--- config.mk ---
export PLATFORM = sky130hd
export DESIGN_NAME = strongly_connected_components_core
export DESIGN_NICKNAME = d
export VERILOG_FILES = /design/src/sv/scc_pkg.sv /design/src/sv/strongly_connected_components_core.sv
export SDC_FILE = /design/constraint.sdc
export NUM_CORES = 1
export LEC_CHECK = 0
export ABC_CLOCK_PERIOD_IN_PS = 12100
export BUFFER_PORTS_ARGS = -buffer_cell sky130_fd_sc_hd__buf_2
export CAP_MARGIN = 20
export CELL_PAD_IN_SITES_DETAIL_PLACEMENT = 0
export CELL_PAD_IN_SITES_GLOBAL_PLACEMENT = 1
export CORE_ASPECT_RATIO = 0.6
export CORE_MARGIN = 2
export CORE_UTILIZATION = 35
export CTS_BUF_LIST = sky130_fd_sc_hd__clkbuf_4 sky130_fd_sc_hd__clkbuf_8
export CTS_CLUSTER_DIAMETER = 120
export CTS_CLUSTER_SIZE = 16
export DETAILED_ROUTE_END_ITERATION = 7
export PLACE_DENSITY = 0.61
export SLEW_MARGIN = 40
export SYNTH_ARGS = -nofsm -noshare
export SYNTH_HDL_FRONTEND = slang
export SYNTH_SLANG_ARGS = --single-unit
--- constraint.sdc ---
create_clock -name clk -period 12.1 [get_ports clk]
set_input_delay 2.42 -clock clk [delete_from_list [all_inputs] [get_ports clk]]
set_output_delay 2.42 -clock clk [all_outputs]
set_load 0.01 [all_outputs]
--- src/sv/scc_pkg.sv ---
`timescale 1ns / 1ps
`default_nettype none
// ----------------------------------------------------------------------------
// scc_pkg
// types and constants shared by the component labelling core
// ----------------------------------------------------------------------------
package scc_pkg;
  localparam int unsigned VERTICES_DEFAULT = 16;
  localparam int unsigned IN_TDATA_W = 24;
  localparam int unsigned OUT_TDATA_W = 16;

  typedef enum logic [3:0] {
    ST_LOAD,
    ST_P1_ROOT,
    ST_P1_TOP,
    ST_P1_SCAN,
    ST_P2_ROOT,
    ST_P2_POP,
    ST_P2_SCAN,
    ST_EMIT,
    ST_CLEAR
  } state_t;
endpackage
`default_nettype wire

--- src/sv/strongly_connected_components_core.sv ---
`timescale 1ns / 1ps
`default_nettype none
// ----------------------------------------------------------------------------
// strongly_connected_components_core
// two-pass depth-first component labelling over an adjacency matrix
// ----------------------------------------------------------------------------
// channel  dir  handshake        payload
// s_axis   in   tvalid/tready    row_index, row_adjacency, last_row (tlast)
// m_axis   out  tvalid/tready    vertex_id, component_id, component_count,
//                                last_result (tlast)
// a plain row only stores its adjacency; a last row also starts both searches
// one edge test per cycle in the scan states of both searches,
// then V results, one per cycle when the sink is ready, then a clear sweep of all rows
// s_axis_tready is low from the last row until the clear sweep ends
// rst is synchronous and returns the core to row loading with empty rows
module strongly_connected_components_core #(
  parameter int unsigned VERTICES = scc_pkg::VERTICES_DEFAULT
) (
  input  wire logic clk,
  input  wire logic rst,
  input  wire logic s_axis_tvalid,
  output logic      s_axis_tready,
  // [3:0] row_index, [19:4] row_adjacency, [23:20] zero
  input  wire logic [scc_pkg::IN_TDATA_W-1:0] s_axis_tdata,
  input  wire logic s_axis_tlast,
  output logic      m_axis_tvalid,
  input  wire logic m_axis_tready,
  // [3:0] vertex_id, [7:4] component_id, [12:8] component_count, [15:13] zero
  output logic [scc_pkg::OUT_TDATA_W-1:0] m_axis_tdata,
  output logic      m_axis_tlast
);
  localparam int unsigned VW = $clog2(VERTICES);
  localparam int unsigned CW = $clog2(VERTICES + 1);
  localparam logic [VW-1:0] VMAX = VW'(VERTICES - 1);

  scc_pkg::state_t state, state_next;

  logic [VERTICES-1:0] adj [VERTICES];
  logic [VERTICES-1:0] visited;
  logic [VW-1:0]       finish [VERTICES];
  logic [CW-1:0]       finish_count;
  logic [VW-1:0]       stack [VERTICES];
  logic [CW-1:0]       depth;
  logic [VW-1:0]       labels [VERTICES];
  logic [CW-1:0]       comps;
  logic [CW-1:0]       cursor [VERTICES];
  logic [CW-1:0]       root;
  logic [VW-1:0]       cur;
  logic [CW-1:0]       scan;
  logic [VW-1:0]       idx;

  logic       in_fire, out_fire;
  logic [3:0] in_row;
  logic [VW-1:0] j;
  logic [VW-1:0] u;

  assign in_fire  = s_axis_tvalid && s_axis_tready;
  assign out_fire = m_axis_tvalid && m_axis_tready;
  assign in_row   = s_axis_tdata[3:0];
  assign s_axis_tready = (state == scc_pkg::ST_LOAD);
  assign m_axis_tvalid = (state == scc_pkg::ST_EMIT);
  assign m_axis_tlast  = (state == scc_pkg::ST_EMIT) && (idx == VMAX);
  assign m_axis_tdata  = {3'b000, 5'(comps), 4'(labels[idx]), 4'(idx)};

  assign j = VW'(cursor[cur] - 1'b1);
  assign u = VW'(scan - 1'b1);

  always_ff @(posedge clk) begin
    if (rst) begin
      state <= scc_pkg::ST_LOAD;
    end else begin
      state <= state_next;
    end
  end

  always_comb begin
    state_next = state;
    case (state)
      scc_pkg::ST_LOAD:    if (in_fire && s_axis_tlast) state_next = scc_pkg::ST_P1_ROOT;
      scc_pkg::ST_P1_ROOT: if (root == CW'(VERTICES)) state_next = scc_pkg::ST_P2_ROOT;
                           else if (!visited[root[VW-1:0]]) state_next = scc_pkg::ST_P1_TOP;
      scc_pkg::ST_P1_TOP:  state_next = scc_pkg::ST_P1_SCAN;
      scc_pkg::ST_P1_SCAN: begin
        if (cursor[cur] == '0 || (adj[cur][j] && !visited[j])) begin
          if (cursor[cur] == '0 && depth == CW'(1)) state_next = scc_pkg::ST_P1_ROOT;
          else state_next = scc_pkg::ST_P1_TOP;
        end
      end
      scc_pkg::ST_P2_ROOT: if (root == '0) state_next = scc_pkg::ST_EMIT;
                           else if (!visited[finish[VW'(root - 1'b1)]])
                             state_next = scc_pkg::ST_P2_POP;
      scc_pkg::ST_P2_POP:  if (depth == '0) state_next = scc_pkg::ST_P2_ROOT;
                           else state_next = scc_pkg::ST_P2_SCAN;
      scc_pkg::ST_P2_SCAN: if (scan == CW'(1)) state_next = scc_pkg::ST_P2_POP;
      scc_pkg::ST_EMIT:    if (out_fire && idx == VMAX) state_next = scc_pkg::ST_CLEAR;
      scc_pkg::ST_CLEAR:   if (idx == VMAX) state_next = scc_pkg::ST_LOAD;
      default:             state_next = scc_pkg::ST_LOAD;
    endcase
  end

  always_ff @(posedge clk) begin
    if (rst) begin
      for (int k = 0; k < VERTICES; k++) adj[k] <= '0;
      visited <= '0;
      finish_count <= '0;
      comps <= '0;
      depth <= '0;
      root <= '0;
      idx <= '0;
    end else begin
      case (state)
        scc_pkg::ST_LOAD: begin
          if (in_fire) begin
            if (32'(in_row) < VERTICES)
              adj[VW'(in_row)] <= VERTICES'(s_axis_tdata[19:4]);
            if (s_axis_tlast) begin
              visited <= '0;
              finish_count <= '0;
              root <= '0;
            end
          end
        end
        scc_pkg::ST_P1_ROOT: begin
          if (root == CW'(VERTICES)) begin
            visited <= '0;
            comps <= '0;
            root <= finish_count;
          end else begin
            if (!visited[root[VW-1:0]]) begin
              visited[root[VW-1:0]] <= 1'b1;
              stack[0] <= root[VW-1:0];
              cursor[root[VW-1:0]] <= CW'(VERTICES);
              depth <= CW'(1);
            end
            root <= root + 1'b1;
          end
        end
        scc_pkg::ST_P1_TOP: cur <= stack[VW'(depth - 1'b1)];
        scc_pkg::ST_P1_SCAN: begin
          if (cursor[cur] == '0) begin
            depth <= depth - 1'b1;
            finish[VW'(finish_count)] <= cur;
            finish_count <= finish_count + 1'b1;
          end else begin
            cursor[cur] <= cursor[cur] - 1'b1;
            if (adj[cur][j] && !visited[j]) begin
              visited[j] <= 1'b1;
              cursor[j] <= CW'(VERTICES);
              stack[VW'(depth)] <= j;
              depth <= depth + 1'b1;
            end
          end
        end
        scc_pkg::ST_P2_ROOT: begin
          if (root != '0) begin
            if (!visited[finish[VW'(root - 1'b1)]]) begin
              visited[finish[VW'(root - 1'b1)]] <= 1'b1;
              labels[finish[VW'(root - 1'b1)]] <= VW'(comps);
              comps <= comps + 1'b1;
              stack[0] <= finish[VW'(root - 1'b1)];
              depth <= CW'(1);
            end
            root <= root - 1'b1;
          end else begin
            idx <= '0;
          end
        end
        scc_pkg::ST_P2_POP: begin
          if (depth != '0) begin
            cur <= stack[VW'(depth - 1'b1)];
            depth <= depth - 1'b1;
            scan <= CW'(VERTICES);
          end
        end
        scc_pkg::ST_P2_SCAN: begin
          if (adj[u][cur] && !visited[u]) begin
            visited[u] <= 1'b1;
            labels[u] <= VW'(comps - 1'b1);
            stack[VW'(depth)] <= u;
            depth <= depth + 1'b1;
          end
          scan <= scan - 1'b1;
        end
        scc_pkg::ST_EMIT: begin
          if (out_fire) idx <= (idx == VMAX) ? '0 : idx + 1'b1;
        end
        scc_pkg::ST_CLEAR: begin
          adj[idx] <= '0;
          idx <= (idx == VMAX) ? '0 : idx + 1'b1;
          if (idx == VMAX) begin
            visited <= '0;
            finish_count <= '0;
            comps <= '0;
          end
        end
        default: ;
      endcase
    end
  end

  a_no_overlap: assert property (@(posedge clk) disable iff (rst)
    !(s_axis_tready && m_axis_tvalid)) else $error("load and emit overlap");
  a_last_ends_emit: assert property (@(posedge clk) disable iff (rst)
    (out_fire && m_axis_tlast) |=> (state == scc_pkg::ST_CLEAR))
    else $error("emit did not end on last");
  a_comps_nonzero: assert property (@(posedge clk) disable iff (rst)
    m_axis_tvalid |-> (comps != '0)) else $error("no components at emit");
  a_finish_full: assert property (@(posedge clk) disable iff (rst)
    (state == scc_pkg::ST_P2_ROOT && $past(state) == scc_pkg::ST_P1_ROOT)
    |-> (root == CW'(VERTICES))) else $error("finish order incomplete");
endmodule
`default_nettype wire

# Word-level counts from Yosys, hierarchy flattened
# Memory sizes are Yosys's and may differ from the RTL's. A register that Yosys moved wholly into a read port is not among the register bits.
# Index checks and enable logic that the tools add are counted.
dict set report totals {
  reg_bits 53
  ram_bits 528
  inputBits 29
  output_inout_bits 19
  wordCells 246
  n_memories 5
}
dict set report classes {
  addsub 10
  n_lt_le_gt_ge 9
  eq_ne 34
  n_mux 129
  bitwise 7
  reduce_logical 43
}
# name depth word_bits read_ports rd_ports_with_merged_regs write_ports line_no
set mem_list {}
lappend mem_list {adj 16 16 2 1 16 strongly_connected_components_core.sv:38} ;# logic [VERTICES-1:0] adj [VERTICES];
lappend mem_list {cursor 16 5 1 1 2 strongly_connected_components_core.sv:46} ;# logic [CW-1:0] cursor [VERTICES];
lappend mem_list {finish 16 4 1 0 1 strongly_connected_components_core.sv:40} ;# logic [VW-1:0] finish [VERTICES];
lappend mem_list {labels 16 4 1 1 1 strongly_connected_components_core.sv:44} ;# logic [VW-1:0] labels [VERTICES];
lappend mem_list {stack 16 4 1 0 1 strongly_connected_components_core.sv:42} ;# logic [VW-1:0] stack [VERTICES];
# op n
set ops {}
lappend ops {{2-to-1 mux 16 bit} 12}
lappend ops {{2-to-1 mux 4 bit} 26}
lappend ops {{case mux 16 bit (6 select lines)} 1}
lappend ops {{2-to-1 mux 5 bit} 19}
lappend ops {{bitwise OR 16 bit} 4}
lappend ops {{2-to-1 mux 1 bit} 51}
lappend ops {{case mux 5 bit (3 select lines)} 3}
lappend ops {{case mux 4 bit (9 select lines)} 1}
lappend ops {{OR reduction 16 bit} 2}
lappend ops {{inequality test 2 bit, second input constant} 14}
lappend ops {{< comparator 4 x 5 -> 1 bit, second input constant} 5}
lappend ops {{case mux 5 bit (5 select lines)} 1}
lappend ops {{binary-select mux 1 bit (select 4 bit)} 6}
lappend ops {{adder 5 x 1 -> 5 bit, second input constant} 4}
lappend ops {{subtractor 5 x 1 -> 5 bit, second input constant} 4}
lappend ops {{demux 1 bit (select 4 bit)} 4}
lappend ops {{equality test 4 x 3 -> 1 bit, second input constant} 4}
lappend ops {{>= comparator 4 x 1 -> 1 bit, second input constant} 4}
lappend ops {{logical NOT 5 bit} 3}
lappend ops {{nonzero test 5 bit} 3}
lappend ops {{logical AND 1 bit} 12}
lappend ops {{case mux 4 bit (3 select lines)} 1}
lappend ops {{nonzero test 3 bit} 4}
lappend ops {{equality test 5 x 1 -> 1 bit, second input constant} 2}
lappend ops {{26 further kinds} 42}

# Logic depth before layout (Yosys ltp)
dict set report logic_depth {
  word_depth 13
  mapped_depth 23
  depth_no_buf 14
}

# Least setup slack after synthesis
# OpenSTA, ideal clock, no wires.
dict set report synth_path {
  path_type {reg-to-reg}
  start {register scan[0]}
  end {memory stack[0][1] in the netlist's numbering, data pin}
  setup_time_ns 0.302
  arrival_time_ns 5.220
  required_ns 11.798
  slack_ns 6.578
  stages_incl_launch_ff 23
  n_path_buf 11
  synth_period_minus_slack_ns 5.522
  cell_sequence {edfxtp_1 -> buf_2 -> buf_4 -> buf_2 -> buf_2 -> buf_2 -> inv_1 -> ha_1 -> buf_2 -> buf_2 -> buf_2 -> buf_1 -> mux4_2 -> a22oi_1 -> o211ai_1 -> nand3_1 -> nand4_1 -> a22oi_1 -> or3_1 -> buf_2 -> buf_1 -> o22ai_1 -> a31oi_1}
}
dict set report synth_via {
  elab_chain_len 12
  elab_cells_between_ends 16
  classes_between {add/sub: 1; mux: 10; bitwise: 1; reduce/logical: 3; memory: 1}
}
# element line_no
set synth_lines {}
lappend synth_lines {{from (decl)} strongly_connected_components_core.sv:49} ;# logic [CW-1:0] scan;
lappend synth_lines {{from (signal assigned)} strongly_connected_components_core.sv:172} ;# scan <= CW'(VERTICES);
lappend synth_lines {{from (signal assigned)} strongly_connected_components_core.sv:182} ;# scan <= scan - 1'b1;
lappend synth_lines {{subtractor 5 x 1 -> 5 bit *} --}
lappend synth_lines {{via u[0]} strongly_connected_components_core.sv:55} ;# logic [VW-1:0] u;
lappend synth_lines {{memory (16 x 16 bit) or binary-select mux 1 bit (select 4 bit) (tied branches)} --}
lappend synth_lines {{binary-select mux 1 bit (select 4 bit) or 2-to-1 mux 1 bit (tied branches)} strongly_connected_components_core.sv:176} ;# if (adj[u][cur] && !visited[u]) begin
lappend synth_lines {{2-to-1 mux 1 bit (implied by the code) or logical NOT 1 bit (tied branches)} strongly_connected_components_core.sv:176}
lappend synth_lines {{logical AND 1 bit *} strongly_connected_components_core.sv:176}
lappend synth_lines {{2-to-1 mux 1 bit *} strongly_connected_components_core.sv:176}
lappend synth_lines {{2-to-1 mux 1 bit *} strongly_connected_components_core.sv:111} ;# case (state)
lappend synth_lines {{2-to-1 mux 1 bit *} strongly_connected_components_core.sv:102} ;# if (rst) begin
lappend synth_lines {{2-to-1 mux 1 bit (implied by the code) *} strongly_connected_components_core.sv:179} ;# stack[VW'(depth)] <= u;
lappend synth_lines {{bitwise OR 1 bit (no source line)} --}
lappend synth_lines {{OR reduction 4 bit (no source line)} --}
lappend synth_lines {{2-to-1 mux 4 bit (no source line) *} --}
lappend synth_lines {{to (decl)} strongly_connected_components_core.sv:42}
# Mark *: on every way through the listed nets, which the timed path passes. The rest lies on a longest branch. The select of a mux whose other input is x is not followed.

==> results.cfg <==
[timing]
maxSlewViolCount = 0
hold_violations = 0
finClkSkew_ps = 89.16
period_needed_ps = 6466
fmax_mhz = 154.6
final.period_utilization_pct = 53.44
grt_setup_unrepaired = false
setup_viol = 0
setup_slack_ps = 5634
setup_tns_ps = 0
holdWs_ps = 473.0
relSlewSlack_pct = 34.77
tightest_slew_ps = 978.4

[setup_path]
crit_type = reg2reg
critical-path-top-delay-family = simple AND/OR/NAND/NOR gates
crit_path_start_kind = register
rrSetupSlack_ps = 5630
critical_path.slowest_cell = dfxtp_4
critPathMaxStageDelay_ps = 840
cpMostUsedCell = nor2_1
end_kind = register
path_cells = mux4_2 > nor2_1 > nor2_1 > buf_4 > a21oi_2 > ha_1 > inv_1 > buf_4 > nor2_1 > a22o_1 > a21oi_1 > o311ai_2 > o221ai_2 > nand3_1 > buf_4 > nor3b_1 > nor2_1
critPathArrivalTime_ps = 7030
crit_buf_inv = 4
required_ps = 12660
critPathMaxFanout = 32

[logic_synthesis]
synthTopCellsByCount = edfxtp_1, nor2_1, mux4_2, nand2_1, dfxtp_1
synth_cells = 2359
synth_most_common_cell = edfxtp_1
synth-main-ff-cell = edfxtp_1
seq_area_frac_synth_pct = 54.43
ys_ff_latch = 589
synth_enable_flop_cells = 457
yosys.area.top_type = edfxtp_1
synthTopCellsByArea = edfxtp_1, mux4_2, dfxtp_1
syn_area_um2 = 30070
synth_warnings = 0
syn_area_per_cell_um2 = 12.74
synthDominantCellAreaShare_pct = 45.64
ys_types = 94
synth-async-reset-ratio_pct = 0

[cells_and_area]
final_nets = 2384
syn2layout_area_growth_pct = 7.341
final_cell_count_no_fill = 3499
n_antenna_cell = 0
drive_above_1_share_pct = 20.83

[cts]
hold_buffers = 0
post_cts_buffers = 0
root_buffer = clkbuf_8
htree_levels = 2
clk_latency_ps = 730
cts_tree = built
cts.repair.resized = 0
cts_buffers = 42
cts.sinks = 589
path_clk_slew_ps = 140
clockBufferDepth = 3

[routing]
vias = 20890
post_drt_wl_per_cell_um = 27.99
wirelength_mm = 97.95
viasPerCell = 5.969
antenna_left = 0
firstDrtPassIters = 5
drt_iter0_markers = 2618
route.detailed.drc = 0

[global_route]
grt_pass1_wl_mm = 142.7
grt_usage_pct = 22.02
grt_pass1_vias = 20310
grt_overflow = 0
antenna_found_initial = 3
grt_max_degree = 54

[floorplanning]
die_w_um = 382.4
die_h_um = 231.0
std_cell_rows = 83
initial_core_util_pct = 35.26
io_pins = 48
core_area_um2 = 85260
dieArea_um2 = 88340

[power]
powerDensity_nw_per_um2 = 146.9
ir_drop_v = 0.00009041
p_clk_share_pct = 22.6
p_comb_share_pct = 28.2
internal-power_mw = 3.108
leakagePower_nw = 11.15
power_frac_seq_pct = 49.2
p_sw_mw = 1.634
p_sw_share_pct = 34.46

[run_status]
status = completed

[placement]
place_ws_ps = 5724
gp_congestion = 0.9335
portBuffers = 40
dp_cells = 3434
place_hpwl_mm = 66.79

[min_path]
min_path_type = reg2reg

[run]
drv_cap = 0
[per-stage QoR]
stage	total power, mW	instance area [µm²]	utilization [%]
CTS	4.737	32250	37.83
global route	4.932	32270	37.85
detailed placement	3.675	31480	36.93
floorplan	3.219	30070	-
finish	4.742	32270	37.85
global placement	3.655	31380	36.81
[registers in the layout (all words and copies together) (netlist names), named ones only]
name,flops
state,4
stack,64
visited,16
depth,5
labels,64
adj,256
cur,4
idx,4
comps,5
finish,64
finish_count,5
root,5
scan,5
cursor,80
[kinds of logic (layout without fill, tap and decap cells)]
logic type	count (synthesis)	after routing	share of synthesized area, %
AND/OR/NAND/NOR	882	882	13.30
flip-flops	589	589	54.43
multiplexers	326	326	20.05
AO/OA/AOI/OAI	317	317	7.716
buffers and inverters	203	194	2.996
adder cells (fa/ha/maj)	24	24	0.9988
XOR/XNOR	17	17	0.4952
other	1	3	0.01247
[power groups by stage]
stage | clock, mW | sequential, mW | combinational, mW
floorplan | 0 | 2.34 | 0.881
global placement | 0 | 2.37 | 1.28
detailed placement | 0 | 2.38 | 1.30
CTS | 1.10 | 2.33 | 1.31
global route | 1.18 | 2.34 | 1.42
finish | 1.07 | 2.33 | 1.34
[final timing paths]
| path | start | end | cells past startpoint |
|---|---|---|---|
| hold reg to reg | cursor[14][4] | cursor[14][4] | 1 |
| hold / removal | cursor[14][4] | cursor[14][4] | 1 |
| setup reg to reg | register | cursor[11][3] | 17 |
| setup / recovery | register | cursor[11][3] | 17 |
[cells in the final DEF (no fill, tap or decap), types with 11 or more instances in the layout]
cell type / count
a211o_1: 19
a21oi_1: 63
a221oi_1: 16
a22oi_1: 16
a311oi_1: 11
a31oi_1: 35
and2_1: 34
and3_1: 23
buf_2: 40
buf_4: 56
clkbuf_4: 19
clkbuf_8: 43
dfxtp_1: 127
edfxtp_1: 457
ha_1: 23
inv_1: 30
mux2_2: 18
mux2i_1: 87
mux4_2: 219
nand2_1: 177
nand2_2: 24
nand2b_1: 19
nand3_1: 43
nand4_1: 11
nor2_1: 417
nor2b_1: 30
nor3_1: 30
nor3_2: 13
o21ai_0: 40
o221ai_1: 15
or3_1: 13
xnor2_1: 11
[layer usage]
metal  global-route usage, %  vias to the layer above  routed length, µm
met3                   5.957                      109              10970
met4                   4.134                        2               1644
li1                        -                     8904                  -
met5                       0                        -                 13
met1                   34.56                    10760              45740
met2                   30.15                     1111              39580
[area by class of cell]
type                       count  area, µm²
multi-input combinational   1569      12940
sequential                   589      16380
inverter                      33      123.9
timing repair buffer          96      620.6
fill                        8055      52990
clock buffer                  62      734.5
clock inverter                 3      37.54
tap                         1147       1435
Note: power is estimated with default switching activity, not from simulation.
